<file path="config.mk">
export PLATFORM = sky130hd
export DESIGN_NAME = lru_page_fault_counter
export DESIGN_NICKNAME = d
export VERILOG_FILES = /design/src/design/lpfc_pkg.sv /design/src/design/lpfc_cell.sv /design/src/design/lru_page_fault_counter.sv
export SDC_FILE = /design/constraint.sdc
export NUM_CORES = 1
export LEC_CHECK = 0
export BUFFER_PORTS_ARGS = -buffer_cell sky130_fd_sc_hd__buf_2
export CORE_UTILIZATION = 40
export CTS_CLUSTER_SIZE = 20
export DETAILED_ROUTE_END_ITERATION = 12
export HOLD_SLACK_MARGIN = 0.12
export PLACE_DENSITY = 0.6
export REMOVE_ABC_BUFFERS = 1
export SYNTH_ARGS = -nofsm -noshare
export SYNTH_HDL_FRONTEND = slang
export SYNTH_SLANG_ARGS = --single-unit
</file>
<file path="constraint.sdc">
create_clock -name clock -period 15.1 [get_ports clock]
set_input_delay 0.755 -clock clock [delete_from_list [all_inputs] [get_ports clock]]
set_output_delay 0.755 -clock clock [all_outputs]
set_load 0.01 [all_outputs]
</file>
<file path="src/design/lpfc_pkg.sv">
// lpfc_pkg: shared types and fixed widths for the LRU page fault counter.
// No dependencies; imported by lpfc_cell, lru_page_fault_counter and its bench.
`timescale 1ns / 1ps
`default_nettype none
package lpfc_pkg;

   localparam int PAGE_W  = 16;  // width of the page fields on the ports
   localparam int COUNT_W = 16;  // width of the fault count
   localparam int LIMIT_W = 5;   // width of the frame limit register
   localparam logic [LIMIT_W-1:0] LIMIT_RESET = 5'd16;
   localparam logic [COUNT_W-1:0] COUNT_MAX   = 16'hFFFF;

   // Per-cycle control broadcast to every cell of the recency stack.
   typedef struct packed {
      logic advance;  // a reference transfers this cycle
      logic clear;    // end of sequence: drop all entries
      logic hit;      // the reference matched a resident page
      logic evict;    // fault with the store at or above its limit
   } ctl_type;

endpackage
`default_nettype wire

</file>
<file path="src/design/lpfc_cell.sv">
// lpfc_cell: one position of the LRU recency stack (position 0 = most recent).
// Depends on lpfc_pkg for ctl_type.
`timescale 1ns / 1ps
`default_nettype none
module lpfc_cell
   import lpfc_pkg::*;
#(
   parameter int TAG_BITS = 16
) (
   input  wire logic                clock,
   input  wire logic                reset,
   input  wire ctl_type             ctl,
   input  wire logic [TAG_BITS-1:0] lookup_tag,
   input  wire logic [TAG_BITS-1:0] prev_tag,
   input  wire logic                prev_valid,
   input  wire logic                next_valid,
   input  wire logic                go_in,
   output logic                     go_out,
   output logic                     match,
   output logic                     valid_out,
   output logic [TAG_BITS-1:0]      tag_out,
   output logic [TAG_BITS-1:0]      victim_tag
);

   logic                valid_ff;
   logic                valid_in;
   logic [TAG_BITS-1:0] tag_ff;
   logic [TAG_BITS-1:0] tag_in;
   logic                stop;
   logic                load;

   assign match = valid_ff && (tag_ff == lookup_tag);

   // Stop the shift here: at the hit, at the oldest entry on eviction,
   // or at the first empty position when the store grows.
   always_comb begin
      if (ctl.hit) begin
         stop = match;
      end else if (ctl.evict) begin
         stop = valid_ff && !next_valid;
      end else begin
         stop = !valid_ff;
      end
   end

   assign go_out     = go_in && !stop;
   assign load       = ctl.advance && go_in;
   assign victim_tag = (ctl.evict && go_in && stop) ? tag_ff : '0;
   assign valid_out  = valid_ff;
   assign tag_out    = tag_ff;

   always_comb begin
      valid_in = valid_ff;
      tag_in   = tag_ff;
      if (ctl.clear) begin
         valid_in = 1'b0;
      end else if (load) begin
         valid_in = prev_valid;
         tag_in   = prev_tag;
      end
   end

   always_ff @(posedge clock) begin
      if (reset) begin
         valid_ff <= 1'b0;
      end else begin
         valid_ff <= valid_in;
      end
   end

   always_ff @(posedge clock) begin
      tag_ff <= tag_in;
   end

endmodule
`default_nettype wire

</file>
<file path="src/design/lru_page_fault_counter.sv">
// lru_page_fault_counter: LRU page store built as a shifting recency stack of cells.
// Results: one result per reference, on rsp_* in the cycle after the transfer.
// Throughput: one reference per cycle; busy stays low, as the whole cell chain updates on each transfer.
// Reset: synchronous; empties the store, zeroes the fault count, limit returns to 16.
// Depends on lpfc_pkg and lpfc_cell.
`timescale 1ns / 1ps
`default_nettype none
module lru_page_fault_counter
   import lpfc_pkg::*;
#(
   parameter int MAX_FRAMES = 16,
   parameter int PAGE_BITS  = 16
) (
   input  wire logic               clock,
   input  wire logic               reset,
   // reference channel
   input  wire logic               start,
   output logic                    busy,
   input  wire logic [PAGE_W-1:0]  req_page_number,
   input  wire logic               req_last_in_run,
   // result channel, one-cycle strobe, no backpressure
   output logic                    rsp_strobe,
   output logic                    rsp_is_fault,
   output logic                    rsp_did_evict,
   output logic [PAGE_W-1:0]       rsp_evicted_page,
   output logic [COUNT_W-1:0]      rsp_fault_count,
   output logic                    rsp_run_done,
   // frame limit register
   input  wire logic               csr_valid,
   output logic                    csr_ready,
   input  wire logic [LIMIT_W-1:0] csr_data
);

   // Tags keep only the page bits that take part in the compare.
   localparam int TAG_BITS = (PAGE_BITS < PAGE_W) ? PAGE_BITS : PAGE_W;
   localparam int OCC_W    = $clog2(MAX_FRAMES + 1);
   localparam int CMP_W    = (OCC_W > LIMIT_W) ? OCC_W : LIMIT_W;
   localparam logic [CMP_W-1:0] MAX_CMP = CMP_W'(MAX_FRAMES);

   logic                 accept;
   ctl_type              ctl;
   logic [TAG_BITS-1:0]  lookup_tag;

   logic [LIMIT_W-1:0]   limit_ff, limit_in;
   logic [OCC_W-1:0]     occ_ff, occ_in;
   logic [COUNT_W-1:0]   faults_ff, faults_in, faults_next;
   logic [CMP_W-1:0]     limit_eff;
   logic                 at_limit;

   // Per-cell wires; go[i] enables shifting into cell i.
   logic [MAX_FRAMES:0]  go;
   logic [MAX_FRAMES-1:0] match_vec;
   logic [MAX_FRAMES-1:0] valid_vec;
   logic [TAG_BITS-1:0]   tag_vec    [MAX_FRAMES];
   logic [TAG_BITS-1:0]   victim_vec [MAX_FRAMES];
   logic [TAG_BITS-1:0]   victim;

   // Registered result.
   logic                 strobe_ff;
   logic                 is_fault_ff, did_evict_ff, run_done_ff;
   logic [PAGE_W-1:0]    evicted_ff;
   logic [COUNT_W-1:0]   count_ff;

   assign busy       = 1'b0;
   assign csr_ready  = 1'b1;
   assign accept     = start && !busy;
   assign lookup_tag = req_page_number[TAG_BITS-1:0];

   // Clamp the limit: zero acts as one, anything above the store size as the size.
   always_comb begin
      if (limit_ff == '0) begin
         limit_eff = CMP_W'(1);
      end else if (CMP_W'(limit_ff) > MAX_CMP) begin
         limit_eff = MAX_CMP;
      end else begin
         limit_eff = CMP_W'(limit_ff);
      end
   end

   assign at_limit = CMP_W'(occ_ff) >= limit_eff;

   assign ctl.advance = accept;
   assign ctl.clear   = accept && req_last_in_run;
   assign ctl.hit     = |match_vec;
   assign ctl.evict   = !ctl.hit && at_limit;

   // Shift chain: the new page enters at the head, everything ahead of the
   // stop point moves one place older.
   assign go[0] = 1'b1;

   for (genvar i = 0; i < MAX_FRAMES; i++) begin : g_cell
      logic [TAG_BITS-1:0] prev_tag;
      logic                prev_valid;
      logic                next_valid;

      if (i == 0) begin : g_head
         assign prev_tag   = lookup_tag;
         assign prev_valid = 1'b1;
      end else begin : g_body
         assign prev_tag   = tag_vec[i-1];
         assign prev_valid = valid_vec[i-1];
      end

      if (i == MAX_FRAMES - 1) begin : g_tail
         assign next_valid = 1'b0;
      end else begin : g_mid
         assign next_valid = valid_vec[i+1];
      end

      lpfc_cell #(
         .TAG_BITS (TAG_BITS)
      ) u_cell (
         .clock      (clock),
         .reset      (reset),
         .ctl        (ctl),
         .lookup_tag (lookup_tag),
         .prev_tag   (prev_tag),
         .prev_valid (prev_valid),
         .next_valid (next_valid),
         .go_in      (go[i]),
         .go_out     (go[i+1]),
         .match      (match_vec[i]),
         .valid_out  (valid_vec[i]),
         .tag_out    (tag_vec[i]),
         .victim_tag (victim_vec[i])
      );
   end

   // Only the cell holding the oldest entry drives a nonzero victim.
   always_comb begin
      victim = '0;
      for (int i = 0; i < MAX_FRAMES; i++) begin
         victim = victim | victim_vec[i];
      end
   end

   // Saturating fault count including this reference.
   assign faults_next = (!ctl.hit && faults_ff != COUNT_MAX) ?
                        faults_ff + COUNT_W'(1) : faults_ff;

   always_comb begin
      limit_in  = limit_ff;
      occ_in    = occ_ff;
      faults_in = faults_ff;
      if (csr_valid && csr_ready) begin
         limit_in = csr_data;
      end
      if (ctl.clear) begin
         occ_in    = '0;
         faults_in = '0;
      end else if (accept) begin
         faults_in = faults_next;
         if (!ctl.hit && !ctl.evict) begin
            occ_in = occ_ff + OCC_W'(1);
         end
      end
   end

   always_ff @(posedge clock) begin
      if (reset) begin
         limit_ff  <= LIMIT_RESET;
         occ_ff    <= '0;
         faults_ff <= '0;
         strobe_ff <= 1'b0;
      end else begin
         limit_ff  <= limit_in;
         occ_ff    <= occ_in;
         faults_ff <= faults_in;
         strobe_ff <= accept;
      end
   end

   // Hold the result fields for the strobe cycle.
   always_ff @(posedge clock) begin
      if (accept) begin
         is_fault_ff  <= !ctl.hit;
         did_evict_ff <= ctl.evict;
         evicted_ff   <= PAGE_W'(victim);
         count_ff     <= faults_next;
         run_done_ff  <= req_last_in_run;
      end
   end

   assign rsp_strobe       = strobe_ff;
   assign rsp_is_fault     = is_fault_ff;
   assign rsp_did_evict    = did_evict_ff;
   assign rsp_evicted_page = evicted_ff;
   assign rsp_fault_count  = count_ff;
   assign rsp_run_done     = run_done_ff;

   // A page is resident at most once.
   a_single_match: assert property (@(posedge clock) disable iff (reset)
      $onehot0(match_vec))
      else $error("page matched in more than one cell");

   // The number of occupied cells equals the occupancy count.
   a_occ_tracks_valid: assert property (@(posedge clock) disable iff (reset)
      $countones(valid_vec) == int'(occ_ff))
      else $error("occupancy count disagrees with valid cells");

   // An eviction only ever comes with a fault.
   a_evict_is_fault: assert property (@(posedge clock) disable iff (reset)
      rsp_strobe && rsp_did_evict |-> rsp_is_fault)
      else $error("eviction reported on a hit");

   // After the last reference of a run the store is empty.
   a_clear_after_last: assert property (@(posedge clock) disable iff (reset)
      accept && req_last_in_run |=> occ_ff == '0 && faults_ff == '0)
      else $error("store not cleared after end of run");

endmodule
`default_nettype wire

</file>
### After elaboration in Yosys (flattened, before gate mapping)

Index checks and enable logic that the tools add are counted.

* $add $sub $neg: 2
* multipliers: 0
* divide/modulo/power cells: 0
* order comparisons: 2
* equality and inequality tests: 17
* shift operators: 0
* mux-type cells: 51
* bitwise gates (word level): 16
* reduce and logical (&&, ||, !) cells: 148

Operators with widths (number)
* 16-bit two-way mux: 17
* 16-bit == test: 16
* 16-bit bitwise OR: 15
* 1-bit logical AND: 95
* 2-bit AND reduction: 17
* 1-bit logical NOT: 33
* 1-bit two-way mux: 32
* 16-bit by 1-bit adder with 16-bit output, second input constant: 1
* 16-bit inequality test, second input constant: 1
* 16-bit OR reduction: 1
* 5-bit two-way mux: 2
* 5-bit by 1-bit adder with 5-bit output, second input constant: 1
* 5-bit greater-or-equal comparator: 1
* 5-bit > comparator, second input constant: 1
* 5-bit logical NOT: 1
* 2-bit OR reduction: 1
* 1-bit inverter: 1

* bits in registers: 334
* latch bits: 0
* RAM bits: 0
* bits in read-only memories: 0
* memories: 0

### Depth between registers and ports, before layout

* depth in word-level cells: 26
* gate-level depth with buffers: 17

### Hierarchy

From an unflattened synthesis, not the netlist that was laid out.

* cells, all modules: 1464
* area, all modules: 18516.5 µm²

Modules (own cells, without submodules)
* lpfc_cell: instances 16, cells an instance 71, area each 952.2 µm², seq. area each 500.5 µm²
* lru_page_fault_counter: instances 1, cells an instance 328, area each 3281.9 µm², seq. area each 1591.5 µm²

### Least setup slack after synthesis

No wires, ideal clock.

* kind: input port to flip-flop
* start: input req_page_number[2]
* end: register g_cell[6].u_cell.tag_ff[0] (enable)
* setup time: 0.374 ns
* arrival time: 5.256 ns
* data required time: 14.726 ns
* path slack: 9.470 ns
* stages on the path: 11
* path buffers: 1
* cells stage by stage: buf_4 xor2_1 or4_1 or4_1 o22a_1 nor3b_1 nand3b_2 o21ai_1 nor2_1 nor4b_2 and3b_1

* longest elaborated chain between the ends: 15

Ends and longest elaborated chain
* from (decl): line lru_page_fault_counter.sv:19 `input wire logic [PAGE_W-1:0] req_page_number,`
* 16-bit == test: line lpfc_cell.sv:32 `assign match = valid_ff && (tag_ff == lookup_tag);`
* 1-bit logical AND: line lpfc_cell.sv:32
* 16-bit OR reduction: line lru_page_fault_counter.sv:84 `assign ctl.hit = |match_vec;`
* 1-bit logical NOT: line lru_page_fault_counter.sv:85 `assign ctl.evict = !ctl.hit && at_limit;`
* 1-bit logical AND: line lru_page_fault_counter.sv:85
* 1-bit two-way mux: line lpfc_cell.sv:39 `end else if (ctl.evict) begin`
* 1-bit two-way mux: line lpfc_cell.sv:37 `if (ctl.hit) begin`
* 1-bit logical NOT: line lpfc_cell.sv:46 `assign go_out = go_in && !stop;`
* 1-bit logical AND (4 in a row): line lpfc_cell.sv:46
* 1-bit logical AND (*): line lpfc_cell.sv:46
* 1-bit logical AND (*): line lpfc_cell.sv:47 `assign load = ctl.advance && go_in;`
* 2-bit AND reduction (no source line) (*)
* to (signal assigned): line lpfc_cell.sv:72 `tag_ff <= tag_in;`
* to (decl): line lpfc_cell.sv:27 `logic [TAG_BITS-1:0] tag_ff;`

Every way passes the cells marked *; elsewhere a longest branch is shown, timed or not.
A chain may end at the register's enable or synchronous reset.

### Worst setup path after layout

* start: input req_page_number[14]
* end: register g_cell[14].u_cell.tag_ff[12] (enable)

* longest elaborated chain between the ends: 23

Ends and longest elaborated chain (line)
* 16-bit == test: lpfc_cell.sv:32
* 1-bit logical AND: lpfc_cell.sv:32
* 16-bit OR reduction: lru_page_fault_counter.sv:84
* 1-bit logical NOT: lru_page_fault_counter.sv:85
* 1-bit logical AND: lru_page_fault_counter.sv:85
* 1-bit two-way mux: lpfc_cell.sv:39
* 1-bit two-way mux: lpfc_cell.sv:37
* 1-bit logical NOT: lpfc_cell.sv:46
* 1-bit logical AND (12 in a row): lpfc_cell.sv:46
* 1-bit logical AND (*): lpfc_cell.sv:46
* 1-bit logical AND (*): lpfc_cell.sv:47
* 2-bit AND reduction (no source line) (*)
* to (signal assigned): lpfc_cell.sv:72
* to (decl): lpfc_cell.sv:27

Marks and branches as above.

==> flow_summary.json <==
{
  "cts_setup_buffers": 0,
  "grt_antenna_before_repair": 0,
  "cp_top_family": "simple AND/OR/NAND/NOR gates",
  "grt_util_all_layers": 0.230,
  "h-tree-depth": 2,
  "crit_arrival_ns": 5.97,
  "pwr-share-seq": 0.493,
  "synth.avg_cell_area_sq_um": 11.9,
  "clock_power_share": 0.434,
  "final_nets": 1566,
  "hp-class": "primary input to register",
  "route.detailed.drc": 0,
  "netSwitchingFraction": 0.237,
  "cts.sinks": 334,
  "final_cell_mix": "edfxtp_1 (291), xnor2_1 (186), nor2_1 (118)",
  "cp.buffers_inverters": 2,
  "p_leak_nw": 6.19,
  "final.min_clock_period_ns": 5.79,
  "ys_types": 79,
  "ir_drop_mv": 0.0781,
  "cts_tree": "yes",
  "rr_worst_depth": 11,
  "dp_hpwl_um": 40100,
  "endpoint": "g_cell[14].u_cell.tag_out[12]",
  "intPower_mw": 1.57,
  "grt_pass1_vias": 12526,
  "switchingPower_mw": 0.488,
  "synth_edf_count": 291,
  "max_stage_delay_ns": 0.83,
  "required_ns": 15.28,
  "grt_max_degree": 57,
  "crit_chain": "buf_2, xor2_1, or4b_1, or4_1, o22ai_1, nor3b_1, nand3_1, a21o_1, and3_1, nand2_1, inv_1, and3_1",
  "status": "completed",
  "rows": 76,
  "dieArea_sq_um": 45400,
  "die_height_um": 213,
  "syn_area_sq_um": 17800,
  "fin_tns_setup_ns": 0,
  "num_antenna_cells": 0,
  "finalMaxSlewViolations": 0,
  "vias_per_cell": 5.76,
  "drt_iter0_drc": 1031,
  "worst_slack_ns": 9.31,
  "hold_viol": 0,
  "reg2reg_slack_ns": 9.53,
  "fmax_mhz": 173,
  "cts-root-buf": "clkbuf_16",
  "netlist_instances": 1499,
  "start_kind": "primary input",
  "cts_hold_buffers": 0,
  "final-setup-viol-count": 0,
  "synth_area_leaders": "edfxtp_1 (49%), xnor2_1 (9.1%), xor2_1 (5.0%), dfxtp_1 (4.8%), nor2_1 (2.5%)",
  "final_common_cell": "edfxtp_1",
  "drt_first_pass_iters": 9,
  "start_util": 0.410,
  "fin_crit_sh": 0.384,
  "path_common_cell": "and3_1",
  "comb_power_share": 0.073,
  "syn2layout_area_growth_pct": 10.1,
  "crit_fanout": 20,
  "layout-drive-gt1-share": 0.106,
  "ys_warn_count": 0,
  "timing.max_cap.violations": 0,
  "vias": 12363,
  "cts_resized": 0,
  "critPathKind": "primary input to register",
  "worstSetupEndpointType": "register",
  "powerDensity_nw_per_um2": 105,
  "wl_per_cell_um": 24.0,
  "grt-ovfl-total": 0,
  "synth_top_area_frac": 0.491,
  "post-route-util": 0.451,
  "cts_buffers": 37,
  "crit_start": "req_page_number[14]",
  "relSlewSlack": 0.136,
  "synth_top_area_cell": "edfxtp_1",
  "grt_pass1_wl_um": 76600,
  "rsz0062_at_grt": "no",
  "ant_nets": 0,
  "wl_um": 51600,
  "ys_seq_area_frac": 0.539,
  "synth_flop_cell": "edfxtp_1",
  "tightest_slew_ns": 1.29,
  "io_pins": 64,
  "io_buffers": 61,
  "crit_cells": 12,
  "place_ws_ns": 8.76,
  "clk_latency_ns": 0.56,
  "r2r-end": "g_cell[14].u_cell.tag_out[12]",
  "clkTransAtPathRegs_ns": 0.06,
  "core_area_sq_um": 43500,
  "fin_skew_ns": 0.0134,
  "ys_seq_elements": 334,
  "ys_async_sr_fraction": 0,
  "slowest_stage": "and3_1",
  "dieWidth_um": 213,
  "gp_congestion": 0.931,
  "cts_buffer_depth": 3,
  "r2r-start": "g_cell[9].u_cell.tag_out[9]"
}
-- through the flow --
| step | instance area [sq um] | hold WS, ns | instances | power, mW |
|---|---|---|---|---|
| floorplan | 17200 | 0.461 | 1418 | 1.12 |
| global placement | 18400 | 0.479 | 2079 | 1.19 |
| detailed placement | 18400 | 0.484 | 2079 | 1.19 |
| CTS | 19600 | 0.390 | 2146 | 2.08 |
| global route | 19600 | 0.404 | 2146 | 2.13 |
| finish | 19600 | 0.420 | 2146 | 2.06 |
-- cell usage after synthesis (all sizes together), types with 15 or more instances --
master     n
edfxtp   291
xnor2    186
nor2     119
nand2    102
xor2     102
nand4     63
buf       49
nand3     48
dfxtp     43
a22o      34
a22oi     34
clkbuf    32
nor4      30
a221oi    29
nor3      25
o21ai     25
nand4b    21
a222oi    20
a21oi     19
nand2b    18
or4       18
mux2i     17
a2bb2oi   16
and3      15
-- final cells by class --
| class | instances | area (sq um) |
|---|---|---|
| clock inverter | 19 | 149 |
| tap | 585 | 732 |
| multi-input combinational | 1070 | 7620 |
| sequential | 334 | 9600 |
| clock buffer | 48 | 1030 |
| inverter | 14 | 52.6 |
| timing repair buffer | 76 | 418 |
| fill | 4062 | 23900 |
-- state kept, by name, indices dropped and copies added (netlist names) --
name                     count
faults_ff                   16
occ_ff                       5
g_cell.u_cell.valid_out     16
rsp_evicted_page            16
rsp_run_done                 1
g_cell.u_cell.tag_out      256
rsp_is_fault                 1
rsp_strobe                   1
rsp_did_evict                1
limit_ff                     5
rsp_fault_count             16
-- cells by family after synthesis --
kind of cell,synth area share
AO/OA/AOI/OAI,0.0913
XOR/XNOR,0.142
adder cells (fa/ha/maj),0.00492
buffers and inverters,0.0351
flip-flops,0.539
multiplexers,0.0121
other,0.000422
AND/OR/NAND/NOR,0.175
-- power by group through the flow --
stage | clock network [mW] | registers (mW) | logic [mW]
after floorplan | 0 | 1.04 | 0.0825
after global placement | 0 | 1.04 | 0.149
after detailed placement | 0 | 1.04 | 0.150
after CTS | 0.913 | 1.02 | 0.150
after global routing | 0.947 | 1.02 | 0.162
final | 0.895 | 1.02 | 0.151
-- metal layers --
metal | wire, um | vias to the layer above | GRT usage
met4 | 2590 | 0 | 0.117
met5 | 0 | - | 0
met2 | 26000 | 434 | 0.404
li1 | - | 5749 | -
met3 | 2820 | 133 | 0.0403
met1 | 20100 | 6047 | 0.270
-- worst min-delay path by stage --
stage                                 startpoint                      endpoint  cells after the start
CTS                              req_last_in_run                  rsp_run_done                      1
detailed placement   g_cell[2].u_cell.tag_out[6]   g_cell[3].u_cell.tag_out[6]                      0
finish                           req_last_in_run                  rsp_run_done                      1
global placement    g_cell[2].u_cell.tag_out[13]  g_cell[3].u_cell.tag_out[13]                      0
global route                     req_last_in_run                  rsp_run_done                      1
floorplan                            limit_ff[0]                   limit_ff[0]                      2
Note: power is estimated with default switching activity, not from simulation.
